## src/design/ccdt_pkg.sv

```systemverilog
// ccdt_pkg: shared widths, action and status codes and defaults of the command
// code dispatch table. Depends on nothing; used by the interfaces and the top level.
`default_nettype none

package ccdt_pkg;

   localparam int ACTION_BITS  = 2;
   localparam int CODE_BITS    = 32;
   localparam int HANDLER_PORT = 8;
   localparam int STATUS_BITS  = 2;
   localparam int SLOT_BITS    = 4;

   localparam int DEF_TABLE_DEPTH  = 16;
   localparam int DEF_HANDLER_BITS = 8;

   localparam logic [ACTION_BITS-1:0] ACT_REGISTER   = 2'd0;
   localparam logic [ACTION_BITS-1:0] ACT_UNREGISTER = 2'd1;
   localparam logic [ACTION_BITS-1:0] ACT_LOOKUP     = 2'd2;

   localparam logic [STATUS_BITS-1:0] STAT_OK        = 2'd0;
   localparam logic [STATUS_BITS-1:0] STAT_FULL      = 2'd1;
   localparam logic [STATUS_BITS-1:0] STAT_NOT_FOUND = 2'd2;

endpackage

`default_nettype wire

```

## src/design/ccdt_if.sv

```systemverilog
// ccdt_req_if and ccdt_rsp_if: valid/ready channels of the dispatch table.
// Depends on ccdt_pkg for the payload widths.
`default_nettype none

interface ccdt_req_if
   import ccdt_pkg::*;
   ();
   logic                    valid;
   logic                    ready;
   logic [ACTION_BITS-1:0]  action;
   logic [CODE_BITS-1:0]    code;
   logic [HANDLER_PORT-1:0] handler_in;

   modport source (output valid, action, code, handler_in, input ready);
   modport sink   (input valid, action, code, handler_in, output ready);
endinterface

interface ccdt_rsp_if
   import ccdt_pkg::*;
   ();
   logic                    valid;
   logic                    ready;
   logic [STATUS_BITS-1:0]  status;
   logic [SLOT_BITS-1:0]    slot;
   logic [HANDLER_PORT-1:0] handler_out;

   modport source (output valid, status, slot, handler_out, input ready);
   modport sink   (input valid, status, slot, handler_out, output ready);
endinterface

`default_nettype wire

```

## src/design/command_code_dispatch_table.sv

```systemverilog
// command_code_dispatch_table: a beat scans the slots in order from slot 0, one read per slot;
// the RAM read is registered, so a slot is compared after its read, and the scan ends at the first
// hit or at the last slot; the write-back and the result register load follow. A reserved action
// skips the scan. A new beat is taken only in idle, once the result is loaded, not during a scan;
// a beat is taken while a result still waits, and a waiting result holds the write-back cycle.
// Reset (synchronous) frees every slot through the used bits; the RAM is not cleared.
// Depends on ccdt_pkg, ccdt_if and ccdt_ram.
`default_nettype none

module command_code_dispatch_table
   import ccdt_pkg::*;
#(
   parameter int TABLE_DEPTH  = DEF_TABLE_DEPTH,
   parameter int HANDLER_BITS = DEF_HANDLER_BITS
) (
   input  wire logic    clock,
   input  wire logic    reset,
   ccdt_req_if.sink     req_ch,
   ccdt_rsp_if.source   rsp_ch
);

   localparam int IDX_W     = $clog2(TABLE_DEPTH);
   localparam int ENTRY_W   = CODE_BITS + HANDLER_BITS;
   localparam logic [IDX_W-1:0] LAST_IDX = IDX_W'(TABLE_DEPTH - 1);

   typedef enum logic [2:0] {
      ST_IDLE   = 3'b001,
      ST_SCAN   = 3'b010,
      ST_FINISH = 3'b100
   } state_type;

   state_type                state_ff, state_in;
   logic [ACTION_BITS-1:0]   action_ff, action_in;
   logic [CODE_BITS-1:0]     code_ff, code_in;
   logic [HANDLER_BITS-1:0]  hdl_ff, hdl_in;
   logic [IDX_W-1:0]         rd_idx_ff, rd_idx_in;
   logic [IDX_W-1:0]         cmp_idx_ff, cmp_idx_in;
   logic                     cmp_vld_ff, cmp_vld_in;
   logic                     issued_all_ff, issued_all_in;
   logic [IDX_W-1:0]         hit_slot_ff, hit_slot_in;
   logic [HANDLER_BITS-1:0]  hit_hdl_ff, hit_hdl_in;
   logic                     found_ff, found_in;
   logic [TABLE_DEPTH-1:0]   used_ff, used_in;
   logic                     rsp_valid_ff, rsp_valid_in;
   logic [STATUS_BITS-1:0]   rsp_status_ff, rsp_status_in;
   logic [SLOT_BITS-1:0]     rsp_slot_ff, rsp_slot_in;
   logic [HANDLER_PORT-1:0]  rsp_hdl_ff, rsp_hdl_in;

   logic                     req_take;
   logic                     can_finish;
   logic                     ram_rd_en;
   logic                     ram_wr_en;
   logic [ENTRY_W-1:0]       ram_wr_data;
   logic [ENTRY_W-1:0]       ram_rd_data;
   logic [CODE_BITS-1:0]     rd_code;
   logic [HANDLER_BITS-1:0]  rd_hdl;
   logic                     cmp_used;
   logic                     hit;
   logic [HANDLER_BITS+HANDLER_PORT-1:0] hdl_wide_in;
   logic [HANDLER_BITS+HANDLER_PORT-1:0] hdl_wide_out;
   logic [IDX_W+SLOT_BITS-1:0]           slot_wide;

   ccdt_ram #(
      .WIDTH (ENTRY_W),
      .DEPTH (TABLE_DEPTH)
   ) u_entry_ram (
      .clock   (clock),
      .wr_en   (ram_wr_en),
      .wr_addr (hit_slot_ff),
      .wr_data (ram_wr_data),
      .rd_en   (ram_rd_en),
      .rd_addr (rd_idx_ff),
      .rd_data (ram_rd_data)
   );

   assign req_ch.ready = (state_ff == ST_IDLE);
   assign req_take     = req_ch.valid && req_ch.ready;
   assign can_finish   = !rsp_valid_ff || rsp_ch.ready;

   assign rsp_ch.valid       = rsp_valid_ff;
   assign rsp_ch.status      = rsp_status_ff;
   assign rsp_ch.slot        = rsp_slot_ff;
   assign rsp_ch.handler_out = rsp_hdl_ff;

   assign rd_code  = ram_rd_data[ENTRY_W-1:HANDLER_BITS];
   assign rd_hdl   = ram_rd_data[HANDLER_BITS-1:0];
   assign cmp_used = used_ff[cmp_idx_ff];

   // register looks for a free slot, the others for a used slot with the code
   assign hit = cmp_vld_ff &&
                ((action_ff == ACT_REGISTER) ? !cmp_used : (cmp_used && rd_code == code_ff));

   assign ram_rd_en = (state_ff == ST_SCAN) && !issued_all_ff;

   assign hdl_wide_in  = {{HANDLER_BITS{1'b0}}, req_ch.handler_in};
   assign hdl_wide_out = {{HANDLER_PORT{1'b0}}, hit_hdl_ff};
   assign slot_wide    = {{SLOT_BITS{1'b0}}, hit_slot_ff};

   always_comb begin
      state_in      = state_ff;
      action_in     = action_ff;
      code_in       = code_ff;
      hdl_in        = hdl_ff;
      rd_idx_in     = rd_idx_ff;
      cmp_idx_in    = cmp_idx_ff;
      cmp_vld_in    = 1'b0;
      issued_all_in = issued_all_ff;
      hit_slot_in   = hit_slot_ff;
      hit_hdl_in    = hit_hdl_ff;
      found_in      = found_ff;
      used_in       = used_ff;
      rsp_valid_in  = rsp_valid_ff && !rsp_ch.ready;
      rsp_status_in = rsp_status_ff;
      rsp_slot_in   = rsp_slot_ff;
      rsp_hdl_in    = rsp_hdl_ff;
      ram_wr_en     = 1'b0;
      ram_wr_data   = '0;

      case (state_ff)
         ST_IDLE: begin
            if (req_take) begin
               action_in     = req_ch.action;
               code_in       = req_ch.code;
               hdl_in        = hdl_wide_in[HANDLER_BITS-1:0];
               rd_idx_in     = '0;
               issued_all_in = 1'b0;
               found_in      = 1'b0;
               hit_slot_in   = '0;
               // reserved action needs no scan
               if (req_ch.action inside {ACT_REGISTER, ACT_UNREGISTER, ACT_LOOKUP}) begin
                  state_in = ST_SCAN;
               end else begin
                  state_in = ST_FINISH;
               end
            end
         end
         ST_SCAN: begin
            if (hit) begin
               found_in    = 1'b1;
               hit_slot_in = cmp_idx_ff;
               hit_hdl_in  = rd_hdl;
               state_in    = ST_FINISH;
            end else if (cmp_vld_ff && cmp_idx_ff == LAST_IDX) begin
               state_in = ST_FINISH;
            end else if (!issued_all_ff) begin
               cmp_vld_in = 1'b1;
               cmp_idx_in = rd_idx_ff;
               rd_idx_in  = rd_idx_ff + 1'b1;
               if (rd_idx_ff == LAST_IDX) begin
                  issued_all_in = 1'b1;
               end
            end
         end
         ST_FINISH: begin
            if (can_finish) begin
               rsp_valid_in  = 1'b1;
               rsp_slot_in   = '0;
               rsp_hdl_in    = '0;
               if (found_ff) begin
                  rsp_status_in = STAT_OK;
                  rsp_slot_in   = slot_wide[SLOT_BITS-1:0];
                  case (action_ff)
                     ACT_REGISTER: begin
                        used_in[hit_slot_ff] = 1'b1;
                        ram_wr_en            = 1'b1;
                        ram_wr_data          = {code_ff, hdl_ff};
                     end
                     ACT_UNREGISTER: begin
                        // freed slot returns to zero
                        used_in[hit_slot_ff] = 1'b0;
                        ram_wr_en            = 1'b1;
                        ram_wr_data          = '0;
                     end
                     ACT_LOOKUP: begin
                        rsp_hdl_in = hdl_wide_out[HANDLER_PORT-1:0];
                     end
                     default: begin
                        rsp_status_in = STAT_NOT_FOUND;
                     end
                  endcase
               end else if (action_ff == ACT_REGISTER) begin
                  rsp_status_in = STAT_FULL;
               end else begin
                  rsp_status_in = STAT_NOT_FOUND;
               end
               state_in = ST_IDLE;
            end
         end
         default: begin
            state_in = ST_IDLE;
         end
      endcase
   end

   always_ff @(posedge clock) begin
      if (reset) begin
         state_ff      <= ST_IDLE;
         used_ff       <= '0;
         rsp_valid_ff  <= 1'b0;
         cmp_vld_ff    <= 1'b0;
         issued_all_ff <= 1'b0;
         found_ff      <= 1'b0;
      end else begin
         state_ff      <= state_in;
         used_ff       <= used_in;
         rsp_valid_ff  <= rsp_valid_in;
         cmp_vld_ff    <= cmp_vld_in;
         issued_all_ff <= issued_all_in;
         found_ff      <= found_in;
      end
   end

   always_ff @(posedge clock) begin
      action_ff     <= action_in;
      code_ff       <= code_in;
      hdl_ff        <= hdl_in;
      rd_idx_ff     <= rd_idx_in;
      cmp_idx_ff    <= cmp_idx_in;
      hit_slot_ff   <= hit_slot_in;
      hit_hdl_ff    <= hit_hdl_in;
      rsp_status_ff <= rsp_status_in;
      rsp_slot_ff   <= rsp_slot_in;
      rsp_hdl_ff    <= rsp_hdl_in;
   end

endmodule

`default_nettype wire

```

## src/design/ccdt_ram.sv

```systemverilog
// ccdt_ram: generic single-write, single-read RAM with a registered read port.
// Depends on nothing.
`default_nettype none

module ccdt_ram #(
   parameter int WIDTH = 8,
   parameter int DEPTH = 16
) (
   input  wire logic                     clock,
   input  wire logic                     wr_en,
   input  wire logic [$clog2(DEPTH)-1:0] wr_addr,
   input  wire logic [WIDTH-1:0]         wr_data,
   input  wire logic                     rd_en,
   input  wire logic [$clog2(DEPTH)-1:0] rd_addr,
   output logic      [WIDTH-1:0]         rd_data
);

   logic [WIDTH-1:0] mem [DEPTH];
   logic [WIDTH-1:0] rd_data_ff;

   always_ff @(posedge clock) begin
      if (wr_en) begin
         mem[wr_addr] <= wr_data;
      end
      if (rd_en) begin
         rd_data_ff <= mem[rd_addr];
      end
   end

   assign rd_data = rd_data_ff;

endmodule

`default_nettype wire

```

## src/flat_wrapper.sv

```systemverilog
// flat-port wrapper written by rule: the top's interface ports become plain ports
module command_code_dispatch_table_flat import ccdt_pkg::*;
#(
   parameter int TABLE_DEPTH  = DEF_TABLE_DEPTH,
   parameter int HANDLER_BITS = DEF_HANDLER_BITS
)
  (clock, reset, req_ch_valid, req_ch_action, req_ch_code, req_ch_handler_in, req_ch_ready, rsp_ch_valid, rsp_ch_status, rsp_ch_slot, rsp_ch_handler_out, rsp_ch_ready);
  ccdt_req_if req_ch_i ();
  ccdt_rsp_if rsp_ch_i ();
  input  wire logic clock;
  input  wire logic reset;
  input wire logic [$bits(req_ch_i.valid)-1:0] req_ch_valid;
  input wire logic [$bits(req_ch_i.action)-1:0] req_ch_action;
  input wire logic [$bits(req_ch_i.code)-1:0] req_ch_code;
  input wire logic [$bits(req_ch_i.handler_in)-1:0] req_ch_handler_in;
  output wire logic [$bits(req_ch_i.ready)-1:0] req_ch_ready;
  output wire logic [$bits(rsp_ch_i.valid)-1:0] rsp_ch_valid;
  output wire logic [$bits(rsp_ch_i.status)-1:0] rsp_ch_status;
  output wire logic [$bits(rsp_ch_i.slot)-1:0] rsp_ch_slot;
  output wire logic [$bits(rsp_ch_i.handler_out)-1:0] rsp_ch_handler_out;
  input wire logic [$bits(rsp_ch_i.ready)-1:0] rsp_ch_ready;
  assign req_ch_i.valid = req_ch_valid;
  assign req_ch_i.action = req_ch_action;
  assign req_ch_i.code = req_ch_code;
  assign req_ch_i.handler_in = req_ch_handler_in;
  assign req_ch_ready = req_ch_i.ready;
  assign rsp_ch_valid = rsp_ch_i.valid;
  assign rsp_ch_status = rsp_ch_i.status;
  assign rsp_ch_slot = rsp_ch_i.slot;
  assign rsp_ch_handler_out = rsp_ch_i.handler_out;
  assign rsp_ch_i.ready = rsp_ch_ready;
  command_code_dispatch_table #(.TABLE_DEPTH(TABLE_DEPTH), .HANDLER_BITS(HANDLER_BITS)) u_core (.clock(clock), .reset(reset), .req_ch(req_ch_i), .rsp_ch(rsp_ch_i));
endmodule
```

## config.mk

```make
export PLATFORM = sky130hd
export DESIGN_NAME = command_code_dispatch_table_flat
export DESIGN_NICKNAME = d
export VERILOG_FILES = /design/src/design/ccdt_pkg.sv /design/src/design/ccdt_if.sv /design/src/design/command_code_dispatch_table.sv /design/src/design/ccdt_ram.sv /design/src/flat_wrapper.sv
export SDC_FILE = /design/constraint.sdc
export NUM_CORES = 1
export LEC_CHECK = 0
export BUFFER_PORTS_ARGS = -buffer_cell sky130_fd_sc_hd__buf_4
export CAP_MARGIN = 30
export CORE_MARGIN = 2
export CORE_UTILIZATION = 62
export CTS_CLUSTER_SIZE = 12
export DETAILED_ROUTE_END_ITERATION = 8
export PLACE_DENSITY = 0.88
export SLEW_MARGIN = 20
export SYNTH_ARGS = -nofsm -noshare
export SYNTH_HDL_FRONTEND = slang
export SYNTH_SLANG_ARGS = --single-unit
```

## constraint.sdc

```tcl
create_clock -name clock -period 6.45 [get_ports clock]
set_input_delay 0.645 -clock clock [delete_from_list [all_inputs] [get_ports clock]]
set_output_delay 0.645 -clock clock [all_outputs]
set_load 0.01 [all_outputs]
```

After elaboration in Yosys (flattened, before gate mapping) --
Memory sizes are Yosys's and may differ from the RTL's. A register that Yosys moved wholly into a read port is not among the register bits. Cells that the tools add are included.
Word-level totals: bits in registers 99, latch bits 0, RAM bits 640, bits in read-only memories 0, output and inout port bits 16, logic and storage cells 118, memories kept 1
Memories:
- u_core.u_entry_ram.mem | words 16, bits a word 40, read ports 1, clocked after memory_dff 1, write ports 1, line ccdt_ram.sv:18 | logic [WIDTH-1:0] mem [DEPTH];
Cells by class: add/sub/neg operators 1, multiply operators 0, divide/modulo/power cells 0, magnitude comparators 3, eq/ne operators 17, shift-type cells 0, muxes and demuxes 43, bitwise logic cells 7, reductions and logical operators 30
Operator list (number):
- 2-to-1 mux 40 bit | 4
- equality test 32 bit | 1
- one-hot mux 16 bit (2 select lines) | 1
- 2-to-1 mux 4 bit | 5
- 2-to-1 mux 1 bit | 18
- AND 16 bit | 1
- inverter 16 bit | 1
- OR 16 bit | 1
- one-hot mux 4 bit (2 select lines) | 2
- 2-to-1 mux 3 bit | 5
- AND reduction 4 bit | 3
- < comparator 4 x 5 -> 1 bit (second input constant) | 2
- one-hot mux 3 bit (3 select lines) | 1
- equality test 4 bit (second input constant) | 2
- != test 2 bit (second input constant) | 4
- AND reduction 2 bit | 4
- logical AND 1 bit | 7
- 2-to-1 mux 2 bit | 3
- AND reduction 3 bit | 2
- AND reduction 5 bit | 1
- adder 4 x 1 -> 4 bit (second input constant) | 1
- binary-select mux 1 bit (select 4 bit) | 1
- demux 1 bit (select 4 bit) | 1
- equality test 2 x 1 -> 1 bit (second input constant) | 2
- 17 further kinds | 28

Logic depth before layout (Yosys ltp) --
word-level depth 8, depth in mapped cells 8, gate-level depth less buffers 6

Hierarchy --
Synthesis repeated with hierarchy kept, for this count alone.
Unflattened totals: cells, all modules 1385, area total of the unflattened synthesis 29838.6 um2
Modules (own cells, without submodules):
- ccdt_ram | instances 1, cells an instance 1040, area each 25532.0 um2, sequential area each 20419.6 um2
- command_code_dispatch_table | instances 1, cells an instance 345, area each 4306.6 um2, sequential area each 2742.6 um2

Worst setup path before layout --
Ideal clock, no wire load.
path kind input port to flip-flop, from in rsp_ch_ready, to reg (tool-made name), setup time 130 ps, data arrival time 5221 ps, required time 6320 ps, slack 1099 ps, stages 6, path through nand2b_1 > nor2b_1 > nand4_1 > nor3_1 > mux2i_1 > nor2_1
RTL lines:
- from (decl) | line flat_wrapper.sv:21 | input wire logic [$bits(rsp_ch_i.ready)-1:0] rsp_ch_ready;

==> results.py <==
metrics = {
    "setup_path": {
        "crit_fanout": 27,
        "arrival_ps": 4010,
        "rrSetupSlack_ps": 2910,
        "cp-start-kind": "flop",
        "required_ps": 6930,
        "regToRegStartpoint": "u_core.state_ff[1]$_SDFFE_PP0P_",
        "cp-end-kind": "flop",
        "ff2ff_path_depth": 8,
        "crit_type": "reg2reg",
    },
    "die": {
        "fp.coreArea_um2": 46800,
        "start_util": 0.631,
        "die-area_um2": 49300,
        "die_h_um": 222,
        "die_w_um": 222,
        "rows": 79,
        "ios": 62,
    },
    "timing": {
        "max_freq_ghz": 0.283,
        "slew-limit-headroom": 0.207,
        "rsz0062_at_grt": "false",
        "min_period_over_period": 0.548,
        "fin_crit_ps": 3540,
        "final.setup_skew_ps": 18.1,
        "finalWorstSetupSlack_ps": 2910,
        "setup_viol": 0,
        "drv_slew": 0,
        "hold_violations": 0,
        "tightest_slew_ps": 1190,
        "tns_ps": 0,
    },
    "global_routing": {
        "antenna_found_initial": 1,
        "globalRouteTotalUtil": 0.303,
        "grt_pass1_wl_um": 106000,
        "grt_max_degree": 164,
        "grt_overflow": 0,
        "grt_pass1_vias": 15000,
    },
    "place": {
        "place_area_um2": 30800,
        "dp_hpwl_um": 33300,
        "numPortBuffers": 61,
        "gp_congestion": 0.803,
        "dpl_worst_slack_ps": 2660,
    },
    "drt": {
        "drtIter0Drc": 2257,
        "wl_um": 72200,
        "viasPerCell": 7.15,
        "drc": 0,
        "ant_nets": 0,
        "vias": 14500,
        "firstDrtPassIters": 6,
        "wire_per_inst_um": 35.5,
    },
    "clock_network": {
        "cts_sinks": 779,
        "cts_root_buf": "clkbuf_16",
        "htreeDepth": 3,
        "clockBufferDepth": 3,
        "tritoncts": "built",
        "cts_resized": 0,
        "numCtsBuffers": 78,
        "post-cts-setup-buffer-count": 0,
        "insertion_delay_ps": 610,
        "ctsHoldBuffers": 0,
        "path_clk_slew_ps": 60,
    },
    "layout": {
        "drive_above_1_share": 0.280,
        "fill_cells": 2445,
        "multi_input_area_um2": 6180,
        "design_area_um2": 33100,
        "nets": 1434,
        "final_cell_mix": "edfxtp_1 (756), mux4_2 (200), buf_4 (84)",
        "regArea_um2": 23200,
        "final_common_cell": "edfxtp_1",
        "syn2layout_area_growth_pct": 12.1,
    },
    "power": {
        "max-vdd-ir-drop_uv": 247,
        "p_per_area_nw_per_um2": 327,
        "p_total_mw": 10.8,
        "p_leak_nw": 8.59,
    },
    "outcome": {
        "status": "finished, final reports clean",
    },
    "synthesis": {
        "syn_nets": 1328,
        "yosysSeqAreaShare": 0.785,
        "ys_warn_count": 0,
        "synth-seq-cells": 779,
        "syn_inst": 1281,
        "yosysUniqueCellTypes": 41,
        "syn_avg_cell_area_um2": 23.0,
        "syn-cell-area_um2": 29500,
    },
    "worst_hold_path": {
        "min_delay_path_depth": 1,
        "hp-start": "req_ch_code[1]",
        "hold_path.class": "in2reg",
        "hold_end": "u_core.code_ff[1]$_DFFE_PP_",
    },
    "flow_run": {
        "drv_cap": 0,
    },
}
cell usage after synthesis:
cell / number / share of area
nand4b_1: 3 / 0.00089
a21oi_1: 6 / 0.0010
nor4b_1: 1 / 0.00030
nand2_1: 11 / 0.0014
and2_0: 1 / 0.00021
buf_6: 2 / 0.00076
a211oi_1: 1 / 0.00025
or3_1: 2 / 0.00042
nand3_1: 3 / 0.00051
xor2_1: 2 / 0.00059
nor4_1: 2 / 0.00042
nor3_1: 27 / 0.0046
edfxtp_1: 756 / 0.77
nand3b_1: 2 / 0.00051
ha_1: 1 / 0.00042
a211oi_2: 1 / 0.00042
a31oi_1: 1 / 0.00021
and3_2: 1 / 0.00025
inv_1: 2 / 0.00025
and3_1: 4 / 0.00085
mux4_1: 4 / 0.0036
nor3_2: 3 / 0.0010
nand4_1: 8 / 0.0017
nor2b_1: 2 / 0.00042
xnor2_1: 32 / 0.0095
or3b_1: 2 / 0.00059
o21ai_1: 1 / 0.00017
nor2_1: 43 / 0.0055
and2_1: 53 / 0.011
o31ai_4: 1 / 0.00072
mux2i_1: 6 / 0.0020
and4_4: 1 / 0.00038
buf_2: 9 / 0.0015
clkbuf_1: 45 / 0.0057
nand2b_1: 5 / 0.0011
o31ai_1: 1 / 0.00025
o311a_2: 1 / 0.00038
buf_1: 7 / 0.00089
mux4_2: 200 / 0.15
o21ai_0: 5 / 0.00085
dfxtp_1: 23 / 0.016
sequential cells by signal, indices dropped and copies added, names as in the netlist, 3 cells and up, named ones only:
name                        flops
u_core.rd_idx_ff                4
u_core.hit_hdl_ff               8
u_core.hit_slot_ff              4
u_core.code_ff                 32
u_core.rsp_ch.handler_out       8
u_core.cmp_idx_ff               4
u_core.u_entry_ram.mem        640
u_core.state_ff                 3
u_core.hdl_ff                   8
u_core.rsp_ch.slot              4
u_core.u_entry_ram.rd_data     40
per-layer routing:
metal | routed length [µm] | share of wire | vias up | global-route usage
met5 | 0 | 0 | - | 0
met4 | 2650 | 0.037 | 0 | 0.125
met3 | 7820 | 0.11 | 193 | 0.0704
met2 | 36200 | 0.50 | 1193 | 0.481
met1 | 25600 | 0.35 | 7612 | 0.413
li1 | - | - | 5546 | -
through the flow:
| stage | util | cells | hold slack, ps |
|---|---|---|---|
| 3_5_place_dp | 0.659 | 1912 | 406 |
| 5_1_grt | 0.707 | 2035 | 197 |
| 6_report | 0.707 | 2035 | 215 |
| 3_3_place_gp | 0.658 | 1911 | 405 |
| 2_1_floorplan | - | 1281 | 400 |
| 4_1_cts | 0.706 | 2032 | 185 |
worst max-delay path, cell delays in order (launching register included):
cell and delay (ps):
dfxtp_1 420, or3b_1 450, nand3b_1 290, or3b_1 670
nor3_4 450, buf_8 240, buf_4 490, mux2i_1 310
nor2_1 90
how the worst max path moves through the flow:
| stage | startpoint | to | depth (start not counted) |
|---|---|---|---|
| after CTS | u_core.state_ff[1]$_SDFFE_PP0P_ | flop | 7 |
| after global routing | u_core.state_ff[1]$_SDFFE_PP0P_ | flop | 8 |
| final | u_core.state_ff[1]$_SDFFE_PP0P_ | flop | 8 |
| after global placement | rsp_ch_ready | flop | 8 |
| after detailed placement | rsp_ch_ready | flop | 8 |
| after floorplan | rsp_ch_ready | flop | 6 |
cell families after synthesis:
| logic type | Yosys count | share of synthesized area |
|---|---|---|
| buffers and inverters | 65 | 0.00916 |
| DFF | 779 | 0.785 |
| and+or+nand+nor | 174 | 0.0322 |
| adders and majority gates | 1 | 0.000424 |
| muxes | 210 | 0.158 |
| xor gates and xnor gates | 34 | 0.0101 |
| AOI/OAI and AO/OA | 18 | 0.00429 |
final cells by class:
class,instances,area share
Tap cell,607,0.0230
Multi-Input combinational cell,437,0.187
Clock buffer,112,0.0657
Inverter,2,0.000227
Antenna cell,1,0.0000757
Clock inverter,8,0.00106
Timing Repair Buffer,89,0.0224
Sequential cell,779,0.700
report_power, final:
group,switching (mW),internal [mW],total [mW]
Clock,1.81,2.31,4.12
Sequential,0.123,5.62,5.74
Combinational,0.578,0.369,0.947
Total,2.51,8.30,10.8
(Power assumes the default switching activity.)
